**src/rtl/rmlu_pkg.sv**
```systemverilog
`default_nettype none
// ----------------------------------------------------------------------------
// rmlu_pkg
// Types and codes shared by the recursive monitor lock unit.
// ----------------------------------------------------------------------------
package rmlu_pkg;

  localparam int unsigned TID_W       = 4;
  localparam int unsigned FUNC_W      = 3;
  localparam int unsigned STAT_W      = 2;
  localparam int unsigned MAX_THREADS = 16;

  localparam logic [FUNC_W-1:0] FN_ENTER  = 3'd0;
  localparam logic [FUNC_W-1:0] FN_EXIT   = 3'd1;
  localparam logic [FUNC_W-1:0] FN_HOLDS  = 3'd2;
  localparam logic [FUNC_W-1:0] FN_WAIT   = 3'd3;
  localparam logic [FUNC_W-1:0] FN_NOTIFY = 3'd4;
  localparam logic [FUNC_W-1:0] FN_RESUME = 3'd5;

  localparam logic [STAT_W-1:0] ST_DONE      = 2'd0;
  localparam logic [STAT_W-1:0] ST_BLOCKED   = 2'd1;
  localparam logic [STAT_W-1:0] ST_NOT_OWNER = 2'd2;
  localparam logic [STAT_W-1:0] ST_FULL      = 2'd3;

  typedef struct packed {
    logic [FUNC_W-1:0] func;
    logic [TID_W-1:0]  thread_id;
    logic              notify_all;
    logic              cancelled;
  } rmlu_in_t;

  typedef struct packed {
    logic [STAT_W-1:0] status;
    logic              holds;
    logic              woken_valid;
    logic [TID_W-1:0]  woken_thread;
    logic              woken_by_condition;
    logic              last;
  } rmlu_out_t;

  typedef enum logic [3:0] {
    S_IDLE,
    S_DECODE,
    S_DISPATCH,
    S_SAVE_RD,
    S_GRANT,
    S_SCAN,
    S_SHIFT,
    S_RES_RD,
    S_RES_SET,
    S_NOTIFY,
    S_EMIT
  } rmlu_state_t;

  typedef struct packed {
    logic load;
    logic decode;
    logic grant;
    logic scan;
    logic shift;
    logic res_set;
    logic notify_pop;
    logic emit_done;
  } rmlu_cmd_t;

  typedef struct packed {
    logic act_grant;
    logic act_scan;
    logic act_resume;
    logic act_notify;
    logic scan_done;
    logic scan_hit;
    logic shift_done;
    logic notify_more;
    logic out_busy;
  } rmlu_sts_t;

endpackage
`default_nettype wire

```
**src/rtl/rmlu_ctrl.sv**
```systemverilog
`default_nettype none
// ----------------------------------------------------------------------------
// rmlu_ctrl
// Sequencer that steps the datapath through one request at a time.
// ----------------------------------------------------------------------------
module rmlu_ctrl
  import rmlu_pkg::*;
(
  input  wire logic      clk,
  input  wire logic      rst_n,
  input  wire logic      in_valid,
  output logic           in_ready,
  input  wire rmlu_sts_t sts,
  output rmlu_cmd_t      cmd
);

  rmlu_state_t state_r, state_nxt;

  always_ff @(posedge clk) begin
    if (!rst_n) begin
      state_r <= S_IDLE;
    end else begin
      state_r <= state_nxt;
    end
  end

  always_comb begin
    state_nxt = state_r;
    case (state_r)
      S_IDLE:    if (in_valid) state_nxt = S_DECODE;
      S_DECODE:  state_nxt = S_DISPATCH;
      S_DISPATCH: begin
        if (sts.act_grant) state_nxt = S_SAVE_RD;
        else if (sts.act_scan) state_nxt = S_SCAN;
        else if (sts.act_resume) state_nxt = S_RES_RD;
        else if (sts.act_notify) state_nxt = S_NOTIFY;
        else state_nxt = S_EMIT;
      end
      S_SAVE_RD: state_nxt = S_GRANT;
      S_GRANT:   state_nxt = S_EMIT;
      S_SCAN: begin
        if (sts.scan_hit) state_nxt = S_SHIFT;
        else if (sts.scan_done) state_nxt = S_RES_RD;
      end
      S_SHIFT:   if (sts.shift_done) state_nxt = S_RES_RD;
      S_RES_RD:  state_nxt = S_RES_SET;
      S_RES_SET: state_nxt = S_EMIT;
      S_NOTIFY: begin
        if (!sts.out_busy && !sts.notify_more) state_nxt = S_IDLE;
      end
      S_EMIT:    if (!sts.out_busy) state_nxt = S_IDLE;
      default:   state_nxt = S_IDLE;
    endcase
  end

  always_comb begin
    cmd      = '0;
    in_ready = 1'b0;
    case (state_r)
      S_IDLE: begin
        in_ready = 1'b1;
        cmd.load = in_valid;
      end
      S_DECODE:  cmd.decode = 1'b1;
      S_GRANT:   cmd.grant = 1'b1;
      S_SCAN:    cmd.scan = 1'b1;
      S_SHIFT:   cmd.shift = 1'b1;
      S_RES_SET: cmd.res_set = 1'b1;
      S_NOTIFY:  cmd.notify_pop = !sts.out_busy;
      S_EMIT:    cmd.emit_done = !sts.out_busy;
      default:   cmd = '0;
    endcase
  end

endmodule
`default_nettype wire

```
**src/rtl/rmlu_dp.sv**
```systemverilog
`default_nettype none
// ----------------------------------------------------------------------------
// rmlu_dp
// Monitor state, queues, saved counts and result register.
// ----------------------------------------------------------------------------
module rmlu_dp
  import rmlu_pkg::*;
#(
  parameter int unsigned COUNT_WIDTH = 16
) (
  input  wire logic      clk,
  input  wire logic      rst_n,
  input  wire rmlu_in_t  in_data,
  input  wire rmlu_cmd_t cmd,
  output rmlu_sts_t      sts,
  output logic           out_valid,
  input  wire logic      out_ready,
  output rmlu_out_t      out_data
);

  localparam int unsigned QD = MAX_THREADS;
  localparam int unsigned QW = $clog2(QD);
  localparam int unsigned CW = $clog2(QD + 1);
  localparam int unsigned SW = $clog2(MAX_THREADS);
  localparam logic [COUNT_WIDTH-1:0] CMAX = '1;
  localparam logic [CW-1:0] QFULL = CW'(QD);
  localparam logic [4:0] WAKE_LIM = 5'd16;

  rmlu_in_t req_r;
  logic holder_valid_r;
  logic [TID_W-1:0] holder_r;
  logic [COUNT_WIDTH-1:0] rcount_r;
  logic [TID_W-1:0] entry_q [QD];
  logic [QW-1:0] ehead_r;
  logic [CW-1:0] ecount_r;
  logic [TID_W-1:0] cond_q [QD];
  logic [CW-1:0] ccount_r;
  logic [COUNT_WIDTH-1:0] saved_mem [MAX_THREADS];
  logic [COUNT_WIDTH-1:0] saved_rd_r;
  logic [CW-1:0] idx_r;
  logic [STAT_W-1:0] status_r;
  logic holds_r;
  logic act_grant_r, act_scan_r, act_resume_r, act_notify_r;
  logic [4:0] wakes_r;
  logic [TID_W-1:0] grant_tid_r;
  logic out_valid_r;
  rmlu_out_t out_r;

  logic is_holder, efull, cfull;
  logic [QW-1:0] etail;
  logic [SW-1:0] rd_slot;
  logic save_we;
  logic [SW-1:0] save_slot;
  logic [COUNT_WIDTH-1:0] save_val;

  assign is_holder = holder_valid_r && (holder_r == req_r.thread_id);
  assign efull = (ecount_r >= QFULL);
  assign cfull = (ccount_r >= QFULL);
  assign etail = QW'((CW'(ehead_r) + ecount_r) % QD);
  assign rd_slot = act_grant_r ? SW'(grant_tid_r % MAX_THREADS)
                               : SW'(req_r.thread_id % MAX_THREADS);

  always_comb begin
    save_we = 1'b0;
    save_slot = SW'(req_r.thread_id % MAX_THREADS);
    save_val = rcount_r;
    if (cmd.decode) begin
      if (req_r.func == FN_ENTER && holder_valid_r && !is_holder && !efull) begin
        save_we = 1'b1;
        save_val = '0;
      end else if (req_r.func == FN_WAIT && is_holder && !cfull) begin
        save_we = 1'b1;
      end
    end
  end

  always_ff @(posedge clk) begin
    if (save_we) saved_mem[save_slot] <= save_val;
    saved_rd_r <= saved_mem[rd_slot];
  end

  always_ff @(posedge clk) begin
    if (cmd.load) req_r <= in_data;
  end

  always_ff @(posedge clk) begin
    if (!rst_n) begin
      holder_valid_r <= 1'b0;
      holder_r <= '0;
      rcount_r <= '0;
      ehead_r <= '0;
      ecount_r <= '0;
      ccount_r <= '0;
      idx_r <= '0;
      status_r <= ST_DONE;
      holds_r <= 1'b0;
      act_grant_r <= 1'b0;
      act_scan_r <= 1'b0;
      act_resume_r <= 1'b0;
      act_notify_r <= 1'b0;
      wakes_r <= '0;
      grant_tid_r <= '0;
      out_valid_r <= 1'b0;
      out_r <= '0;
    end else begin
      if (cmd.notify_pop || cmd.emit_done) out_valid_r <= 1'b1;
      else if (out_valid_r && out_ready) out_valid_r <= 1'b0;
      if (cmd.load) begin
        act_grant_r <= 1'b0;
        act_scan_r <= 1'b0;
        act_resume_r <= 1'b0;
        act_notify_r <= 1'b0;
        status_r <= ST_DONE;
        holds_r <= 1'b0;
        idx_r <= '0;
        wakes_r <= '0;
      end
      if (cmd.decode) begin
        case (req_r.func)
          FN_ENTER: begin
            if (!holder_valid_r) begin
              holder_valid_r <= 1'b1;
              holder_r <= req_r.thread_id;
              rcount_r <= '0;
            end else if (is_holder) begin
              if (rcount_r == CMAX) status_r <= ST_FULL;
              else rcount_r <= rcount_r + 1'b1;
            end else if (!efull) begin
              entry_q[etail] <= req_r.thread_id;
              ecount_r <= ecount_r + 1'b1;
              status_r <= ST_BLOCKED;
            end else begin
              status_r <= ST_FULL;
            end
          end
          FN_EXIT: begin
            if (!is_holder) status_r <= ST_NOT_OWNER;
            else if (rcount_r != '0) rcount_r <= rcount_r - 1'b1;
            else if (ecount_r == '0) begin
              holder_valid_r <= 1'b0;
              holder_r <= '0;
            end else begin
              grant_tid_r <= entry_q[ehead_r];
              act_grant_r <= 1'b1;
            end
          end
          FN_HOLDS: holds_r <= is_holder;
          FN_WAIT: begin
            if (!is_holder) status_r <= ST_NOT_OWNER;
            else if (cfull) status_r <= ST_FULL;
            else begin
              cond_q[ccount_r[QW-1:0]] <= req_r.thread_id;
              ccount_r <= ccount_r + 1'b1;
              status_r <= ST_BLOCKED;
              rcount_r <= '0;
              if (ecount_r == '0) begin
                holder_valid_r <= 1'b0;
                holder_r <= '0;
              end else begin
                grant_tid_r <= entry_q[ehead_r];
                act_grant_r <= 1'b1;
              end
            end
          end
          FN_NOTIFY: act_notify_r <= 1'b1;
          FN_RESUME: begin
            if (req_r.cancelled) act_scan_r <= 1'b1;
            else act_resume_r <= 1'b1;
          end
          default: status_r <= ST_DONE;
        endcase
      end
      if (cmd.grant) begin
        ehead_r <= QW'((CW'(ehead_r) + 1'b1) % QD);
        ecount_r <= ecount_r - 1'b1;
        holder_valid_r <= 1'b1;
        holder_r <= grant_tid_r;
        rcount_r <= saved_rd_r;
      end
      if (cmd.scan) begin
        if (!(idx_r >= ccount_r) && cond_q[idx_r[QW-1:0]] == req_r.thread_id) begin
          ccount_r <= ccount_r - 1'b1;
        end else begin
          idx_r <= idx_r + 1'b1;
        end
      end
      if (cmd.shift) begin
        if (!(CW'(idx_r + 1'b1) > ccount_r)) begin
          if (idx_r < QFULL - 1'b1)
            cond_q[idx_r[QW-1:0]] <= cond_q[QW'(idx_r + 1'b1)];
          idx_r <= idx_r + 1'b1;
        end
      end
      if (cmd.res_set) begin
        if (!holder_valid_r || holder_r == req_r.thread_id) begin
          holder_valid_r <= 1'b1;
          holder_r <= req_r.thread_id;
          rcount_r <= saved_rd_r;
        end else if (!efull) begin
          entry_q[etail] <= req_r.thread_id;
          ecount_r <= ecount_r + 1'b1;
          status_r <= ST_BLOCKED;
        end else begin
          status_r <= ST_FULL;
        end
      end
      if (cmd.notify_pop) begin
        out_r.status <= ST_DONE;
        out_r.holds <= 1'b0;
        if (ccount_r == '0) begin
          out_r.woken_valid <= 1'b0;
          out_r.woken_thread <= '0;
          out_r.woken_by_condition <= 1'b0;
          out_r.last <= 1'b1;
        end else begin
          for (int i = 0; i < QD - 1; i++) cond_q[i] <= cond_q[i+1];
          ccount_r <= ccount_r - 1'b1;
          wakes_r <= wakes_r + 1'b1;
          out_r.woken_valid <= 1'b1;
          out_r.woken_thread <= cond_q[0];
          out_r.woken_by_condition <= 1'b1;
          out_r.last <= !req_r.notify_all || (ccount_r == CW'(1))
                        || (wakes_r + 1'b1 == WAKE_LIM);
        end
      end
      if (cmd.emit_done) begin
        out_r.status <= status_r;
        out_r.holds <= holds_r;
        out_r.woken_valid <= act_grant_r;
        out_r.woken_thread <= act_grant_r ? grant_tid_r : '0;
        out_r.woken_by_condition <= 1'b0;
        out_r.last <= 1'b1;
      end
    end
  end

  assign sts.act_grant = act_grant_r;
  assign sts.act_scan = act_scan_r;
  assign sts.act_resume = act_resume_r;
  assign sts.act_notify = act_notify_r;
  assign sts.scan_done = (idx_r >= ccount_r);
  assign sts.scan_hit = !(idx_r >= ccount_r) && (cond_q[idx_r[QW-1:0]] == req_r.thread_id);
  assign sts.shift_done = (CW'(idx_r + 1'b1) > ccount_r);
  assign sts.notify_more = req_r.notify_all && (ccount_r > CW'(1))
                           && (wakes_r + 1'b1 != WAKE_LIM);
  assign sts.out_busy = out_valid_r && !out_ready;
  assign out_valid = out_valid_r;
  assign out_data = out_r;

  assert property (@(posedge clk) disable iff (!rst_n) ecount_r <= QFULL)
    else $error("entry count overflow");
  assert property (@(posedge clk) disable iff (!rst_n) ccount_r <= QFULL)
    else $error("condition count overflow");
  assert property (@(posedge clk) disable iff (!rst_n) cmd.grant |-> ecount_r != '0)
    else $error("grant from empty entry queue");

endmodule
`default_nettype wire

```
**src/rtl/recursive_monitor_lock_unit.sv**
```systemverilog
`default_nettype none
// ----------------------------------------------------------------------------
// recursive_monitor_lock_unit
// Lock manager for one recursive monitor and its condition.
// ----------------------------------------------------------------------------
// One request is handled at a time; in_ready is high only while the unit is
// idle. A simple request goes from S_IDLE through S_DECODE and S_DISPATCH to
// S_EMIT, where its result is loaded. A grant to an entry waiter adds the
// S_SAVE_RD and S_GRANT states, and a resume the S_RES_RD and S_RES_SET states,
// for the saved-count memory read. A cancelled resume first walks the
// condition list, one entry per cycle. Notify emits one wake result per
// cycle while out_ready is high, up to 16. Every result waits while out_ready
// is low, and the next request is not taken until the last result of the
// current one is in the output register.
module recursive_monitor_lock_unit
  import rmlu_pkg::*;
#(
  parameter int unsigned COUNT_WIDTH = 16
) (
  input  wire logic     clk,
  input  wire logic     rst_n,
  input  wire logic     in_valid,
  output logic          in_ready,
  input  wire rmlu_in_t in_data,
  output logic          out_valid,
  input  wire logic     out_ready,
  output rmlu_out_t     out_data
);

  rmlu_cmd_t cmd;
  rmlu_sts_t sts;

  rmlu_ctrl u_ctrl (
    .clk(clk), .rst_n(rst_n), .in_valid(in_valid), .in_ready(in_ready),
    .sts(sts), .cmd(cmd)
  );

  rmlu_dp #(.COUNT_WIDTH(COUNT_WIDTH)) u_dp (
    .clk(clk), .rst_n(rst_n), .in_data(in_data), .cmd(cmd), .sts(sts),
    .out_valid(out_valid), .out_ready(out_ready), .out_data(out_data)
  );

endmodule
`default_nettype wire

```
**config.mk**
```make
export PLATFORM = sky130hd
export DESIGN_NAME = recursive_monitor_lock_unit
export DESIGN_NICKNAME = d
export VERILOG_FILES = /design/src/rtl/rmlu_pkg.sv /design/src/rtl/rmlu_ctrl.sv /design/src/rtl/rmlu_dp.sv /design/src/rtl/recursive_monitor_lock_unit.sv
export SDC_FILE = /design/constraint.sdc
export NUM_CORES = 1
export LEC_CHECK = 0
export ABC_AREA = 1
export CAP_MARGIN = 40
export CORE_MARGIN = 2
export CORE_UTILIZATION = 32
export DETAILED_ROUTE_END_ITERATION = 8
export DONT_BUFFER_PORTS = 1
export GPL_ROUTABILITY_DRIVEN = 0
export PLACE_DENSITY = 0.53
export SLEW_MARGIN = 30
export SYNTH_ARGS = -nofsm -noshare
export SYNTH_HDL_FRONTEND = slang
export SYNTH_SLANG_ARGS = --single-unit
```
**constraint.sdc**
```tcl
create_clock -name clk -period 9.3 [get_ports clk]
set_input_delay 1.395 -clock clk [delete_from_list [all_inputs] [get_ports clk]]
set_output_delay 1.395 -clock clk [all_outputs]
set_load 0.02 [all_outputs]
```
# Word-level counts from Yosys, hierarchy flattened
# Memory sizes are Yosys's and may differ from the RTL's. A register that Yosys moved wholly into a read port is not among the register bits.
# Index checks and enable logic that the tools add are counted.
classes:
  bitwise: 2
  div: 0
  multipliers: 0
  add_sub_neg: 10
  eq_ne: 30
  n_lt_le_gt_ge: 6
  n_mux: 168
  n_shift: 0
  n_reduce_logical: 40
op_table:
  columns: ["cell", "n"]
  rows:
  - ["16-bit 2-to-1 mux", 13]
  - ["4-bit 2-to-1 mux", 34]
  - ["5-bit 2-to-1 mux", 25]
  - ["1-bit 2-to-1 mux", 74]
  - ["16-bit one-hot mux with 3 select lines", 1]
  - ["4-bit one-hot mux with 10 select lines", 1]
  - ["2-bit 2-to-1 mux", 12]
  - ["5-bit by 1-bit adder with 5-bit output, second input constant", 4]
  - ["10-bit 2-to-1 mux", 2]
  - ["16-bit by 1-bit adder with 16-bit output, second input constant", 1]
  - ["16-bit == test, second input constant", 1]
  - ["4-bit by 3-bit == test with 1-bit output, second input constant", 4]
  - ["16-bit nonzero test", 1]
  - ["16-bit by 1-bit subtractor with 16-bit output, second input constant", 1]
  - ["4-bit == test, second input constant", 3]
  - ["1-bit logical AND", 12]
  - ["4-bit one-hot mux with 3 select lines", 1]
  - ["5-bit >= comparator, second input constant", 2]
  - ["5-bit zero test", 2]
  - ["2-bit != test, second input constant", 5]
  - ["5-bit by 1-bit subtractor with 5-bit output, second input constant", 2]
  - ["1-bit zero test", 9]
  - ["4-bit by 2-bit == test with 1-bit output, second input constant", 2]
  - ["4-bit == test", 2]
  - ["other kinds (31)", 42]
word_totals:
  romBits: 0
  wordCells: 286
  reg_bits: 80
  latch_bits: 0
  output_inout_bits: 12
  ram_bits: 384
  n_memories: 3
  in_bits: 13
mem_list:
  columns: ["memory", "words", "width", "read_ports", "rd_clocked_by_memory_dff", "write_ports", "line", "source"]
  rows:
  - ["u_dp.saved_mem", 16, 16, 1, 1, 1, "rmlu_dp.sv:38", "logic [COUNT_WIDTH-1:0] saved_mem [MAX_THREADS];"]
  - ["u_dp.cond_q", 16, 4, 18, 1, 15, "rmlu_dp.sv:36", "logic [TID_W-1:0] cond_q [QD];"]
  - ["u_dp.entry_q", 16, 4, 1, 1, 1, "rmlu_dp.sv:33", "logic [TID_W-1:0] entry_q [QD];"]

# Logic depth before layout (Yosys ltp)
depth:
  word_depth: 10
  ltp_mapped: 17
  depth_no_buf: 16

# Modules after synthesis
# From an unflattened synthesis, not the netlist that was laid out.
unflattened:
  cells_unflattened: 2655
  hier_area_um2: 24161.9
modules_own_cells:
  columns: ["mod", "seq_area_each_um2", "n_inst", "cells_per_inst", "area_each_um2"]
  rows:
  - ["rmlu_dp", 13543.0, 1, 2578, 23709.0]
  - ["rmlu_ctrl", 80.1, 1, 77, 452.9]

# Worst setup path before layout
# No wires, ideal clock.
synth_path:
  path_type: "flip-flop to flip-flop"
  from: "register u_dp.req_r[3] in the netlist's numbering"
  to: "memory u_dp.saved_mem[13][0] (enable)"
  period_less_slack_ns: 3.572
  required_time_ns: 8.870
  setup_slack_ns: 5.728
  t_arrival_ns: 3.142
  n_path_buf: 0
  setup_time_ns: 0.430
  path_stages_with_launch: 11
  cell_sequence: "edfxtp_1 inv_2 nand2_1 nand2_1 a21oi_2 nand2_2 nor2_4 nand2_1 nor2_1 nor2_1 nor4_1"
synth_between:
  elab_chain_cells: 9
  word_cells_on_any_way: 12
  classes_between: "1 x eq/ne; 5 x mux; 6 x reduce/logical"
synth_rtl:
  columns: ["item", "line", "source"]
  rows:
  - ["from (decl)", "rmlu_dp.sv:29", "rmlu_in_t req_r;"]
  - ["from (signal assigned)", "rmlu_dp.sv:83", "if (cmd.load) req_r <= in_data;"]
  - ["4-bit == test", "rmlu_dp.sv:56", "assign is_holder = holder_valid_r && (holder_r == req_r.thread_id);"]
  - ["1-bit logical AND", "rmlu_dp.sv:56", null]
  - ["1-bit logical AND or 1-bit zero test (tied branches)", "rmlu_dp.sv:71, rmlu_dp.sv:68", null]
  - ["1-bit logical AND, on equally long branches", "rmlu_dp.sv:71, rmlu_dp.sv:68", null]
  - ["1-bit 2-to-1 mux or 1-bit logical AND (tied branches)", "rmlu_dp.sv:71, rmlu_dp.sv:68", null]
  - ["1-bit 2-to-1 mux", "rmlu_dp.sv:68", "if (req_r.func == FN_ENTER && holder_valid_r && !is_holder && !efull) begin"]
  - ["1-bit 2-to-1 mux", "rmlu_dp.sv:67", "if (cmd.decode) begin"]
  - ["1-bit 2-to-1 mux", "rmlu_dp.sv:78", "if (save_we) saved_mem[save_slot] <= save_val;"]
  - ["1-bit 2-to-1 mux (not written as such)", "rmlu_dp.sv:78", null]
  - ["to (decl)", "rmlu_dp.sv:38", null]
# Several ways; a longest one is shown, not always the timed one.

==> impl_metrics.tcl <==
set metrics [dict create \
    num_rows 99 \
    cp.required_ns 9.56 \
    ys_seq_area_share_pct 58.30 \
    drive_gt1_share_pct 8.337 \
    synthToLayoutAreaGrowth_pct 13.59 \
    grt_usage_pct 17.52 \
    finalSetupTns_ns 0 \
    ant_nets 0 \
    synth_edf_count 393 \
    clock_sinks 484 \
    power.leakage_nw 10.23 \
    synth_flop_cell "edfxtp_1" \
    antenna_found_initial 0 \
    cpPeakStageDelay_ns 0.55 \
    clock_path_buffers 3 \
    post-route-period-util_pct 50.79 \
    ir_worst_vdd_mv 0.2202 \
    drc 0 \
    boundaryPins 25 \
    startpoint "u_dp.idx_r[0]$_SDFF_PN0_" \
    layout_commonest_cell "nand2_1" \
    clock_latency_ns 0.62 \
    worstPathCellList "buf_4 -> inv_2 -> buf_16 -> nor3_2 -> inv_1 -> nand2_1 -> inv_2 -> ha_1 -> nand4_1 -> o21ai_1 -> nand3_4 -> nand2_1 -> nand2_1 -> inv_2 -> nand2_1 -> o21ai_1" \
    syn-num-nets 2564 \
    viasPerCell 5.128 \
    mostFrequentLayoutCells "462 x nand2_1, 393 x edfxtp_1, 329 x inv_1" \
    finalWirelength_um 67130 \
    critPathMostFrequentCell "nand2_1" \
    synthArstFlopShare_pct 0 \
    skew_ns 0.02804 \
    end_kind "flop" \
    cts.htree.levels 2 \
    die_h_um 274.2 \
    dp.cells 3392 \
    cellPowerDensity_nw_per_um2 237.0 \
    relSlewSlack_pct 41.48 \
    rr_startpoint "u_dp.idx_r[0]$_SDFF_PN0_" \
    cts_resized 0 \
    start_kind "flop" \
    portBuffers 0 \
    worst_pin_slew_ns 0.8768 \
    avgSynthCellArea_um2 9.254 \
    hp-class "flop to flop" \
    rsz0062_at_grt "no" \
    cts_setup_buffers 0 \
    synth_area_um2 23370 \
    initial_core_util_pct 32.19 \
    hold_buffers 0 \
    clk_pin_slew_ns 0.06 \
    period_minus_slack_ns 4.724 \
    dp_hpwl_um 45150 \
    wl_per_cell_um 19.10 \
    critPathArrivalTime_ns 4.98 \
    grt_pass1_vias 16890 \
    drv_cap 0 \
    holdWs_ns 0.4542 \
    fmax_ghz 0.2117 \
    nNetsFinal 2548 \
    die_x_um 274.2 \
    instances_no_fill 3515 \
    drtPass1Iterations 6 \
    vias 18030 \
    status "finished clean" \
    hp-start "u_dp.saved_rd_r[8]$_DFF_P_" \
    synth_seq_cells 484 \
    critPathKind "flop to flop" \
    finalMaxSlewViolations 0 \
    core_area_um2 72590 \
    cts_buffers 54 \
    yosysUniqueCellTypes 48 \
    grt_first_pass_wirelength_um 101900 \
    floorplan.die_area_um2 75200 \
    cp_slowest_cell "buf_4" \
    hold_violations 0 \
    grt.overflow.total 0 \
    cts_root_buf "clkbuf_16" \
    drt_iter0_drc 1822 \
    ys.warnings.count 0 \
    finalSetupViolCount 0 \
    grt_max_degree 99 \
    cts_tree "built" \
    postSynthCellCount 2525 \
    path_max_fanout 77 \
]
[cells by family (layout without fill, tap and decap cells)]
family	count (synthesis)	after routing	synth area share (%)
simple gates	963	963	17.96
fa+ha+maj	26	26	1.424
xor+xnor	17	17	0.6372
other cells	0	1	0
mux	16	16	0.6854
buf+inv	475	505	7.978
flops	484	484	58.30
compound gates	544	544	13.02
[cells in the mapped netlist (18+ instances only)]
cell      instances  area share (%)
nand4_1          28            0.75
inv_1           330             5.3
nand2_1         463             7.4
a21oi_1         171             3.7
inv_2            18            0.29
clkbuf_1         76             1.2
nor2_1          166             2.7
buf_2            32            0.69
ha_1             25             1.3
o21ai_0         189             4.0
o211ai_1         84             2.7
edfxtp_1        393              51
nand3_1         256             5.5
o21ai_1          56             1.2
dfxtp_1          91             7.8
[registers in the layout, summed over array words and instances (netlist names), 9 cells and up, named ones only]
signal           cells
u_dp.cond_q         64
u_dp.out_data       10
u_dp.saved_rd_r     16
u_dp.rcount_r       16
u_dp.entry_q        64
u_dp.saved_mem     256
u_dp.req_r           9
[final cells by class]
| class | instances | area [µm²] |
|---|---|---|
| clock inverter | 28 | 336.6 |
| tap | 959 | 1200 |
| sequential | 484 | 13620 |
| multi-input combinational | 1566 | 7969 |
| fill | 7316 | 46040 |
| clock buffer | 74 | 1500 |
| inverter | 351 | 1318 |
| timing repair buffer | 52 | 594.3 |
| antenna | 1 | 2.502 |
[metal layers]
metal / track usage, % / vias to the layer above / routed length [µm]
li1: - / 8632 / -
met5: 0 / - / 0
met4: 6.879 / 0 / 2411
met2: 27.99 / 655 / 30750
met3: 2.706 / 138 / 4022
met1: 23.86 / 8600 / 29940
[metrics by stage]
step | total power (W) | setup WS, ns | cell area, µm² | util, %
2_1_floorplan | 0.003574 | 5.728 | 23370 | -
3_5_place_dp | 0.004106 | 4.718 | 24450 | 33.68
5_1_grt | 0.006579 | 4.255 | 26540 | 36.57
4_1_cts | 0.006309 | 4.702 | 26280 | 36.21
3_3_place_gp | 0.004060 | 4.757 | 24260 | 33.42
6_report | 0.006292 | 4.576 | 26540 | 36.57
[power by group]
part	total, W	switching (W)	internal [W]	leakage [nW]
clock network	0.00220	0.000894	0.00130	0.895
logic	0.00145	0.00106	0.000391	5.00
registers	0.00264	0.0000997	0.00254	4.34
[worst paths after layout]
kind	endpoint	slack [ns]	cells past startpoint
max reg2reg	u_dp.cond_q[0][3]$_DFFE_PP_	4.58	16
min reg2reg	u_dp.rcount_r[8]$_SDFF_PN0_	0.45	2
max	u_dp.cond_q[0][3]$_DFFE_PP_	4.58	16
min	u_dp.rcount_r[8]$_SDFF_PN0_	0.45	2
[worst max-delay path: cells and delay by family, from the launching register on]
kind | cells | cell delay, ns
and+or+nand+nor | 7 | 1.26
AOI/OAI and AO/OA | 2 | 0.94
adders and majority gates | 1 | 0.30
DFF | 1 | 0.31
buffers and inverters | 6 | 1.50
Power figures use the tool's default switching activity.
